==> src/rtl/core/sha256_pkg.sv <==
// ----------------------------------------------------------------------------
// SHA-256 package
// Round constants, initial hash values, state encoding and round helpers.
// ----------------------------------------------------------------------------
`default_nettype none

package sha256_pkg;

    localparam int unsigned WORD_W   = 32;
    localparam int unsigned ROUNDS   = 64;
    localparam logic [7:0]  PAD_BYTE = 8'h80;

    typedef enum logic [2:0] {
        ST_IDLE,
        ST_PAD,
        ST_ROUND,
        ST_FOLD,
        ST_EMIT
    } state_t;

    typedef enum logic {
        KIND_DATA   = 1'b0,
        KIND_FINISH = 1'b1
    } kind_t;

    function automatic logic [31:0] round_k(input logic [5:0] idx);
        logic [31:0] k;
        case (idx)
            6'd0:  k = 32'h428a2f98;  6'd1:  k = 32'h71374491;
            6'd2:  k = 32'hb5c0fbcf;  6'd3:  k = 32'he9b5dba5;
            6'd4:  k = 32'h3956c25b;  6'd5:  k = 32'h59f111f1;
            6'd6:  k = 32'h923f82a4;  6'd7:  k = 32'hab1c5ed5;
            6'd8:  k = 32'hd807aa98;  6'd9:  k = 32'h12835b01;
            6'd10: k = 32'h243185be;  6'd11: k = 32'h550c7dc3;
            6'd12: k = 32'h72be5d74;  6'd13: k = 32'h80deb1fe;
            6'd14: k = 32'h9bdc06a7;  6'd15: k = 32'hc19bf174;
            6'd16: k = 32'he49b69c1;  6'd17: k = 32'hefbe4786;
            6'd18: k = 32'h0fc19dc6;  6'd19: k = 32'h240ca1cc;
            6'd20: k = 32'h2de92c6f;  6'd21: k = 32'h4a7484aa;
            6'd22: k = 32'h5cb0a9dc;  6'd23: k = 32'h76f988da;
            6'd24: k = 32'h983e5152;  6'd25: k = 32'ha831c66d;
            6'd26: k = 32'hb00327c8;  6'd27: k = 32'hbf597fc7;
            6'd28: k = 32'hc6e00bf3;  6'd29: k = 32'hd5a79147;
            6'd30: k = 32'h06ca6351;  6'd31: k = 32'h14292967;
            6'd32: k = 32'h27b70a85;  6'd33: k = 32'h2e1b2138;
            6'd34: k = 32'h4d2c6dfc;  6'd35: k = 32'h53380d13;
            6'd36: k = 32'h650a7354;  6'd37: k = 32'h766a0abb;
            6'd38: k = 32'h81c2c92e;  6'd39: k = 32'h92722c85;
            6'd40: k = 32'ha2bfe8a1;  6'd41: k = 32'ha81a664b;
            6'd42: k = 32'hc24b8b70;  6'd43: k = 32'hc76c51a3;
            6'd44: k = 32'hd192e819;  6'd45: k = 32'hd6990624;
            6'd46: k = 32'hf40e3585;  6'd47: k = 32'h106aa070;
            6'd48: k = 32'h19a4c116;  6'd49: k = 32'h1e376c08;
            6'd50: k = 32'h2748774c;  6'd51: k = 32'h34b0bcb5;
            6'd52: k = 32'h391c0cb3;  6'd53: k = 32'h4ed8aa4a;
            6'd54: k = 32'h5b9cca4f;  6'd55: k = 32'h682e6ff3;
            6'd56: k = 32'h748f82ee;  6'd57: k = 32'h78a5636f;
            6'd58: k = 32'h84c87814;  6'd59: k = 32'h8cc70208;
            6'd60: k = 32'h90befffa;  6'd61: k = 32'ha4506ceb;
            6'd62: k = 32'hbef9a3f7;  default: k = 32'hc67178f2;
        endcase
        return k;
    endfunction

    function automatic logic [31:0] init_hash(input logic [2:0] idx);
        logic [31:0] h;
        case (idx)
            3'd0: h = 32'h6a09e667;
            3'd1: h = 32'hbb67ae85;
            3'd2: h = 32'h3c6ef372;
            3'd3: h = 32'ha54ff53a;
            3'd4: h = 32'h510e527f;
            3'd5: h = 32'h9b05688c;
            3'd6: h = 32'h1f83d9ab;
            default: h = 32'h5be0cd19;
        endcase
        return h;
    endfunction

    function automatic logic [31:0] rotr(input logic [31:0] v, input int unsigned n);
        return (v >> n) | (v << (WORD_W - n));
    endfunction

endpackage

`default_nettype wire

==> src/rtl/core/sha256_stream_hasher_unit.sv <==
// ----------------------------------------------------------------------------
// SHA-256 stream hasher
// Byte-serial SHA-256 with one shared round unit and a 16-word schedule window.
// ----------------------------------------------------------------------------
// Input channel (valid/ready): kind, data_byte. A data byte transfer is taken
// while the block is filling. The 64th byte of a block starts a compression:
// the rounds, then a fold, with ready low meanwhile.
// A finish transfer pads the block one padding byte at a time (up to 64 per
// block), then one compression, or two when 56 or more bytes were held.
// The digest then leaves on the output channel (valid/ready) as eight word
// transfers, index 0 first, last_word on the eighth; one word per cycle
// when the receiver is ready, held while it stalls. Input ready stays low
// until the last word is taken; chaining state then returns to the initial
// hash values.
// Throughput is one byte per cycle between compressions, set by the
// single round unit.
// Reset (rst_n, asynchronous) loads the initial hash values, clears the fill
// and bit counters and returns to idle with no output pending.
// ----------------------------------------------------------------------------
`default_nettype none

module sha256_stream_hasher_unit
    import sha256_pkg::*;
(
    input  wire logic        clk,
    input  wire logic        rst_n,
    input  wire logic        in_valid,
    output logic             in_ready,
    input  wire logic        kind,
    input  wire logic [7:0]  data_byte,
    output logic             out_valid,
    input  wire logic        out_ready,
    output logic [31:0]      digest_word,
    output logic [2:0]       word_index,
    output logic             last_word
);

    state_t      state_reg, state_next;
    logic [31:0] chain_reg [8];
    logic [31:0] va_reg [8];
    logic [31:0] w_reg [16];
    logic [6:0]  fill_reg, fill_next;
    logic [63:0] bits_reg;
    logic [5:0]  round_reg;
    logic [2:0]  widx_reg;
    logic        final_reg;
    logic        second_reg;

    logic        in_xfer, out_xfer;
    logic        shift_in;
    logic [7:0]  shift_byte;
    logic [31:0] w_cur, w_new, s0, s1, t1, t2, sum1, sum0, ch, maj;
    logic [63:0] len_bits;

    assign in_xfer = in_valid && in_ready;
    assign out_xfer = out_valid && out_ready;
    assign in_ready = (state_reg == ST_IDLE);
    assign out_valid = (state_reg == ST_EMIT);
    assign digest_word = chain_reg[widx_reg];
    assign word_index = widx_reg;
    assign last_word = (widx_reg == 3'd7);

    assign len_bits = bits_reg + {55'd0, fill_reg[5:0], 3'd0};

    // Byte to shift in: the data byte while filling, else the padding byte for the current fill position
    always_comb
    begin
        shift_in = 1'b0;
        shift_byte = data_byte;
        if (state_reg == ST_IDLE && in_xfer && kind == KIND_DATA) begin
            shift_in = 1'b1;
        end else if (state_reg == ST_PAD) begin
            shift_in = 1'b1;
            if (!second_reg && fill_reg == {1'b0, fill_reg[5:0]} && !final_reg)
                shift_byte = PAD_BYTE;
            else if (fill_reg[5:3] == 3'd7 && !second_reg)
                shift_byte = bits_reg[6'd63 - {fill_reg[2:0], 3'd0} -: 8];
            else
                shift_byte = 8'h00;
        end
    end

    assign w_cur = w_reg[0];
    assign s0 = rotr(w_reg[1], 7) ^ rotr(w_reg[1], 18) ^ (w_reg[1] >> 3);
    assign s1 = rotr(w_reg[14], 17) ^ rotr(w_reg[14], 19) ^ (w_reg[14] >> 10);
    assign w_new = s1 + w_reg[9] + s0 + w_reg[0];
    assign sum1 = rotr(va_reg[4], 6) ^ rotr(va_reg[4], 11) ^ rotr(va_reg[4], 25);
    assign ch = (va_reg[4] & va_reg[5]) ^ (~va_reg[4] & va_reg[6]);
    assign t1 = va_reg[7] + sum1 + ch + round_k(round_reg) + w_cur;
    assign sum0 = rotr(va_reg[0], 2) ^ rotr(va_reg[0], 13) ^ rotr(va_reg[0], 22);
    assign maj = (va_reg[0] & va_reg[1]) ^ (va_reg[0] & va_reg[2])
               ^ (va_reg[1] & va_reg[2]);
    assign t2 = sum0 + maj;

    // Sequencer
    always_comb
    begin
        state_next = state_reg;
        fill_next = fill_reg;
        case (state_reg)
            ST_IDLE:
            begin
                if (in_xfer) begin
                    if (kind == KIND_DATA) begin
                        fill_next = fill_reg + 7'd1;
                        if (fill_reg == 7'd63)
                            state_next = ST_ROUND;
                    end else begin
                        state_next = ST_PAD;
                    end
                end
            end
            ST_PAD:
            begin
                fill_next = fill_reg + 7'd1;
                if (fill_reg[5:0] == 6'd63)
                    state_next = ST_ROUND;
            end
            ST_ROUND:
            begin
                if (round_reg == 6'(ROUNDS - 1))
                    state_next = ST_FOLD;
            end
            ST_FOLD:
            begin
                fill_next = 7'd0;
                if (!final_reg)
                    state_next = ST_IDLE;
                else if (second_reg)
                    state_next = ST_PAD;
                else
                    state_next = ST_EMIT;
            end
            ST_EMIT:
            begin
                if (out_xfer && widx_reg == 3'd7)
                    state_next = ST_IDLE;
            end
            default: state_next = ST_IDLE;
        endcase
    end

    always_ff @(posedge clk or negedge rst_n)
    begin
        if (!rst_n) begin
            state_reg <= ST_IDLE;
            fill_reg <= 7'd0;
            bits_reg <= 64'd0;
            round_reg <= 6'd0;
            widx_reg <= 3'd0;
            final_reg <= 1'b0;
            second_reg <= 1'b0;
            for (int i = 0; i < 8; i++)
                chain_reg[i] <= init_hash(3'(i));
        end else begin
            state_reg <= state_next;
            fill_reg <= fill_next;
            case (state_reg)
                ST_IDLE:
                begin
                    if (in_xfer && kind == KIND_FINISH) begin
                        // final_reg low here marks the 0x80 slot on the first pad cycle
                        final_reg <= 1'b0;
                        second_reg <= 1'b0;
                    end
                    round_reg <= 6'd0;
                end
                ST_PAD:
                begin
                    if (!final_reg && !second_reg) begin
                        bits_reg <= len_bits;
                        second_reg <= (fill_reg[5:0] >= 6'd56);
                        final_reg <= 1'b1;
                    end
                    round_reg <= 6'd0;
                end
                ST_ROUND:
                begin
                    round_reg <= round_reg + 6'd1;
                end
                ST_FOLD:
                begin
                    for (int i = 0; i < 8; i++)
                        chain_reg[i] <= chain_reg[i] + va_reg[i];
                    if (!final_reg)
                        bits_reg <= bits_reg + 64'd512;
                    if (final_reg && second_reg) begin
                        second_reg <= 1'b0;
                        final_reg <= 1'b1;
                    end
                    widx_reg <= 3'd0;
                end
                ST_EMIT:
                begin
                    if (out_xfer) begin
                        widx_reg <= widx_reg + 3'd1;
                        if (widx_reg == 3'd7) begin
                            for (int i = 0; i < 8; i++)
                                chain_reg[i] <= init_hash(3'(i));
                            bits_reg <= 64'd0;
                            final_reg <= 1'b0;
                        end
                    end
                end
                default: ;
            endcase
        end
    end

    // Pad path detail: in ST_PAD the first cycle writes 0x80 and sets final_reg;
    // later cycles write zero, or length bytes in slots 56..63 of the last block.
    // For the overflow block second_reg is high, so the length slots stay zero.

    // Schedule window and working variables (payload, no reset)
    always_ff @(posedge clk)
    begin
        if (shift_in) begin
            if (state_reg == ST_PAD && final_reg && second_reg)
                w_reg[15] <= {w_reg[15][23:0], 8'h00};
            else
                w_reg[15] <= {w_reg[15][23:0], shift_byte};
            if (fill_reg[1:0] == 2'd0) begin
                for (int i = 0; i < 15; i++)
                    w_reg[i] <= w_reg[i + 1];
            end
            for (int i = 0; i < 8; i++)
                va_reg[i] <= chain_reg[i];
        end else if (state_reg == ST_ROUND) begin
            for (int i = 0; i < 15; i++)
                w_reg[i] <= w_reg[i + 1];
            w_reg[15] <= w_new;
            va_reg[7] <= va_reg[6];
            va_reg[6] <= va_reg[5];
            va_reg[5] <= va_reg[4];
            va_reg[4] <= va_reg[3] + t1;
            va_reg[3] <= va_reg[2];
            va_reg[2] <= va_reg[1];
            va_reg[1] <= va_reg[0];
            va_reg[0] <= t1 + t2;
        end
    end

    assert property (@(posedge clk) disable iff (!rst_n)
        out_valid |-> !in_ready)
        else $error("input taken during digest output");

    assert property (@(posedge clk) disable iff (!rst_n)
        (state_reg == ST_ROUND && round_reg == 6'd63) |=> state_reg == ST_FOLD)
        else $error("round count did not end in fold");

    assert property (@(posedge clk) disable iff (!rst_n)
        (out_valid && !out_ready) |=> (out_valid && $stable(widx_reg)))
        else $error("digest word moved under stall");

    assert property (@(posedge clk) disable iff (!rst_n)
        (state_reg == ST_IDLE) |-> fill_reg < 7'd64)
        else $error("fill count overflow while idle");

endmodule

`default_nettype wire

==> config.mk <==
export PLATFORM = sky130hd
export DESIGN_NAME = sha256_stream_hasher_unit
export DESIGN_NICKNAME = d
export VERILOG_FILES = /design/src/rtl/core/sha256_pkg.sv /design/src/rtl/core/sha256_stream_hasher_unit.sv
export SDC_FILE = /design/constraint.sdc
export NUM_CORES = 2
export LEC_CHECK = 0
export BUFFER_PORTS_ARGS = -buffer_cell sky130_fd_sc_hd__clkbuf_2
export CAP_MARGIN = 0
export CORE_MARGIN = 2
export CORE_UTILIZATION = 35
export DETAILED_ROUTE_END_ITERATION = 7
export HOLD_SLACK_MARGIN = 0.15
export PLACE_DENSITY = 0.46
export SLEW_MARGIN = 20
export SYNTH_ARGS = -nofsm -noshare
export SYNTH_HDL_FRONTEND = slang
export SYNTH_SLANG_ARGS = --single-unit
==> constraint.sdc <==
create_clock -name clk -period 24.3 [get_ports clk]
set_input_delay 2.43 -clock clk [delete_from_list [all_inputs] [get_ports clk]]
set_output_delay 2.43 -clock clk [all_outputs]
set_load 0.01 [all_outputs]
### After elaboration in Yosys (flattened, before gate mapping)

Memory sizes are Yosys's and may differ from the RTL's.
Index checks and enable logic that the tools add are counted.
Widths: inputs -> output; s select.

| cells by class | value |
|---|---|
| add/sub/neg operators | 24 |
| $lt $le $gt $ge | 2 |
| equality and inequality tests | 21 |
| shifts and indexed selects | 1 |
| muxes and demuxes | 80 |
| bitwise gates (word level) | 55 |
| reduce and logical (&&, ||, !) cells | 30 |

Operators with widths:

| operator | number |
|---|---|
| $mux 32 | 27 |
| $add 32x32->32 | 18 |
| $mux 256 | 2 |
| $pmux 256 s2 | 1 |
| $xor 32x32->32 | 9 |
| $mux 64 | 4 |
| $pmux 64 s3 | 1 |
| $and 32x32->32 | 5 |
| $bmux 32 s3 | 1 |
| $shiftx 71x7->8 | 1 |
| $add 64x10->64 const B | 1 |
| $add 64x9->64 | 1 |
| $mux 8 | 4 |
| $not 32->32 | 1 |
| $or 10x32->32 | 1 |
| $or 13x32->32 | 1 |
| $or 14x32->32 | 1 |
| $or 15x32->32 | 1 |
| $or 19x32->32 | 1 |
| $or 21x32->32 | 1 |
| $or 25x32->32 | 1 |
| $or 26x32->32 | 1 |
| $or 30x32->32 | 1 |
| $or 7x32->32 | 1 |
| 41 further kinds | 127 |

| storage, ports and cells | value |
|---|---|
| register bits | 341 |
| bits in writable memories | 768 |
| ROM bits | 2048 |
| memories kept | 3 |

Memories:

| memory | words | bits a word | rd ports | clocked after memory_dff | wr ports | line | text |
|---|---|---|---|---|---|---|---|
| (name not given) | 64 | 32 | 1 | 0 | 0 | sha256_pkg.sv:28 | `case (idx)` |
| w_reg | 16 | 32 | 16 | 0 | 16 | sha256_stream_hasher_unit.sv:41 | `logic [31:0] w_reg [16];` |
| va_reg | 8 | 32 | 8 | 0 | 8 | sha256_stream_hasher_unit.sv:40 | `logic [31:0] va_reg [8];` |

### Depth between registers and ports, before layout

| depth | value |
|---|---|
| depth after elaboration | 9 |
| mapped depth | 41 |

### Worst setup path before layout

No wires, ideal clock.

| timing path | value |
|---|---|
| path kind | input port to flip-flop |
| start | in kind |
| end | mem w_reg[0][0], enable pin |
| arrival time | 10532 ps |
| required time | 20873 ps |
| path slack | 10341 ps |
| stages on the path | 4 |
| path buffers | 0 |
| path through | nand2b_1 o21ai_0 nand2_1 nand2_1 |

RTL lines:

| what | line | text |
|---|---|---|
| from (decl) | sha256_stream_hasher_unit.sv:29 | `input wire logic kind,` |
| to (decl) | sha256_stream_hasher_unit.sv:41 |  |

==> impl_metrics.env <==
export IMPL_post_synth_num_cell_types=100
export IMPL_min_period_ns=10.78
export IMPL_synth_top_area_share_pct=32.6
export IMPL_dpl_cell_area_sq_um=73800
export IMPL_cts_resized=0
export IMPL_yosysSeqAreaShare_pct=44.8
export IMPL_cp_start_kind="register"
export IMPL_min_from="w_reg[3][57]$_DFFE_PP_"
export IMPL_viasPerCell=5.52
export IMPL_layout_common_cells="nand2_1 (1027), edfxtp_1 (768), a21oi_1 (460)"
export IMPL_worstMarginPinSlew_ns=1.18
export IMPL_routedWlPerCell_um=25.5
export IMPL_r2r_start="round_reg[1]$_DFFE_PN0P_"
export IMPL_hold_violations=0
export IMPL_grt_pass1_vias=51200
export IMPL_hpwl_um=179000
export IMPL_crit_start="round_reg[1]$_DFFE_PN0P_"
export IMPL_max_freq_mhz=92.7
export IMPL_die_area_sq_um=205000
export IMPL_wl_met1_um=115000
export IMPL_cts_hold_buf=0
export IMPL_slowest_delay_ns=0.79
export IMPL_drtIter0Drc=4911
export IMPL_slew_headroom_pct=20.9
export IMPL_h_tree_depth=4
export IMPL_cts_sinks=1106
export IMPL_rsz0062_at_grt="no"
export IMPL_mostFrequentLayoutCell="nand2_1"
export IMPL_cts_path_max_buffers=3
export IMPL_first_pass_iters=6
export IMPL_yosysWarnings=0
export IMPL_coreArea_sq_um=200000
export IMPL_drv_cap=0
export IMPL_synthFlopType="edfxtp_1"
export IMPL_drive_gt1_share_pct=9.66
export IMPL_via_count=52900
export IMPL_path_max_fanout=19
export IMPL_required_ns=24.81
export IMPL_tritoncts="done"
export IMPL_met3_length_um=13200
export IMPL_cts_root_buf="clkbuf_16"
export IMPL_area_growth_pct=11.1
export IMPL_syn_cell_area_sq_um=70700
export IMPL_holdWs_ns=0.398
export IMPL_finalWeightedCongestion=0.911
export IMPL_path_class="reg -> reg"
export IMPL_layout_nets=7412
export IMPL_antenna_found_initial=8
export IMPL_cts_buffers=140
export IMPL_arrival_ns=11.29
export IMPL_top_layer_used="met4"
export IMPL_die_w_um=453
export IMPL_synth_edf_count=768
export IMPL_grt_overflow_total=0
export IMPL_largest_register_ff_count=512
export IMPL_netlist_instances=6837
export IMPL_wl_um=244000
export IMPL_cts_clk_slew_worst_paths_ns=0.06
export IMPL_end_kind="register"
export IMPL_drc_errors=0
export IMPL_grt_pass1_wl_um=356000
export IMPL_syn_avg_cell_area_sq_um=10.3
export IMPL_synthArstFlopShare_pct=30.6
export IMPL_slew_violations=0
export IMPL_status="complete, no violations"
export IMPL_grtUsageTotal_pct=23.5
export IMPL_ys_ff_latch=1106
export IMPL_final_area_sq_um=78500
export IMPL_synth_area_leaders="edfxtp_1 (33%), dfrtp_1 (7.2%), ha_1 (7.1%)"
export IMPL_clock_latency_ns=0.82
export IMPL_start_util_pct=35.3
export IMPL_fin_tns_setup_ns=0
export IMPL_finalSetupViolCount=0
export IMPL_fin_skew_ns=0.0528
export IMPL_fp_dieH_um=453
export IMPL_ant_nets=0
export IMPL_holdCritPathClass="reg -> reg"
export IMPL_grt_start_max_net_pins=179
export IMPL_ios=51
export IMPL_postCtsSetupBuffers=0
export IMPL_dr_wl_met2_um=107000
export IMPL_fin_crit_sh_pct=44.4
export IMPL_port_buffers=50
export IMPL_row_count=164
export IMPL_synth_largest_area_cell="edfxtp_1"
export IMPL_slowest_stage="ha_1"
export IMPL_synth_nets=7447
## stage by stage
step,util (%),setup slack (ns),std cells
floorplan,-,10.34,6837
global placement,36.9,13.28,9316
detailed placement,36.9,13.66,9316
CTS,39.2,13.60,9572
global route,39.2,13.01,9573
finish,39.2,13.52,9578
## cell type report
type	instances	area, sq um
fill	19700	122000
multi-input combinational	5078	36600
sequential	1106	31700
clock buffer	192	3850
tap	2656	3320
inverter	350	1310
timing repair buffer	126	893
clock inverter	64	816
antenna	6	15.0
## worst max-delay path: cells and delay by family, from the launching register on
family          cells  cell delay (ns)
mux                 1             0.48
flops               1             0.32
buf+inv             7             1.03
xor+xnor            2             0.62
compound gates     12             3.23
fa+ha+maj           8             3.55
simple gates        6             1.16
## logic make-up after synthesis
kind of cell / after synthesis / share of synthesized area, %
buffers and inverters: 653 / 3.47
AO/OA/AOI/OAI: 1724 / 15.4
flip-flops: 1106 / 44.8
adder cells (fa/ha/maj): 601 / 12.7
multiplexers: 171 / 3.99
XOR/XNOR: 558 / 6.94
AND/OR/NAND/NOR: 2024 / 12.7
## synth_stat cells, types with 95 or more instances
| master | number |
|---|---|
| nand2_1 | 1030 |
| edfxtp_1 | 768 |
| a21oi_1 | 460 |
| o21ai_0 | 457 |
| nor2_1 | 408 |
| ha_1 | 401 |
| xnor2_1 | 353 |
| inv_1 | 343 |
| clkbuf_1 | 269 |
| xor2_1 | 204 |
| dfrtp_1 | 202 |
| fa_1 | 196 |
| a21o_1 | 177 |
| dfstp_2 | 136 |
| nand3_1 | 106 |
| nor3_1 | 95 |
## per-layer routing
| layer | GRT usage [%] | up-vias |
|---|---|---|
| li1 | - | 24500 |
| met5 | 0 | - |
| met1 | 34.6 | 26500 |
| met3 | 3.02 | 305 |
| met4 | 8.09 | 0 |
| met2 | 35.5 | 1527 |
## final timing paths
kind	to	slack (ns)	cells after the start
setup / recovery	va_reg[0][31]$_DFFE_PP_	13.52	36
hold reg to reg	w_reg[3][25]$_DFFE_PP_	0.40	0
setup reg to reg	va_reg[0][31]$_DFFE_PP_	13.52	36
hold / removal	w_reg[3][25]$_DFFE_PP_	0.40	0
max in group asynchronous	word_index[1]$_DFFE_PN0P_	21.25	2
min in group asynchronous	chain_reg[191]$_DFFE_PN0P_	1.68	1
Power is left out: the tool's default activity adds up to more than one toggle a clock period on the data nets, which glitch-free logic cannot reach.
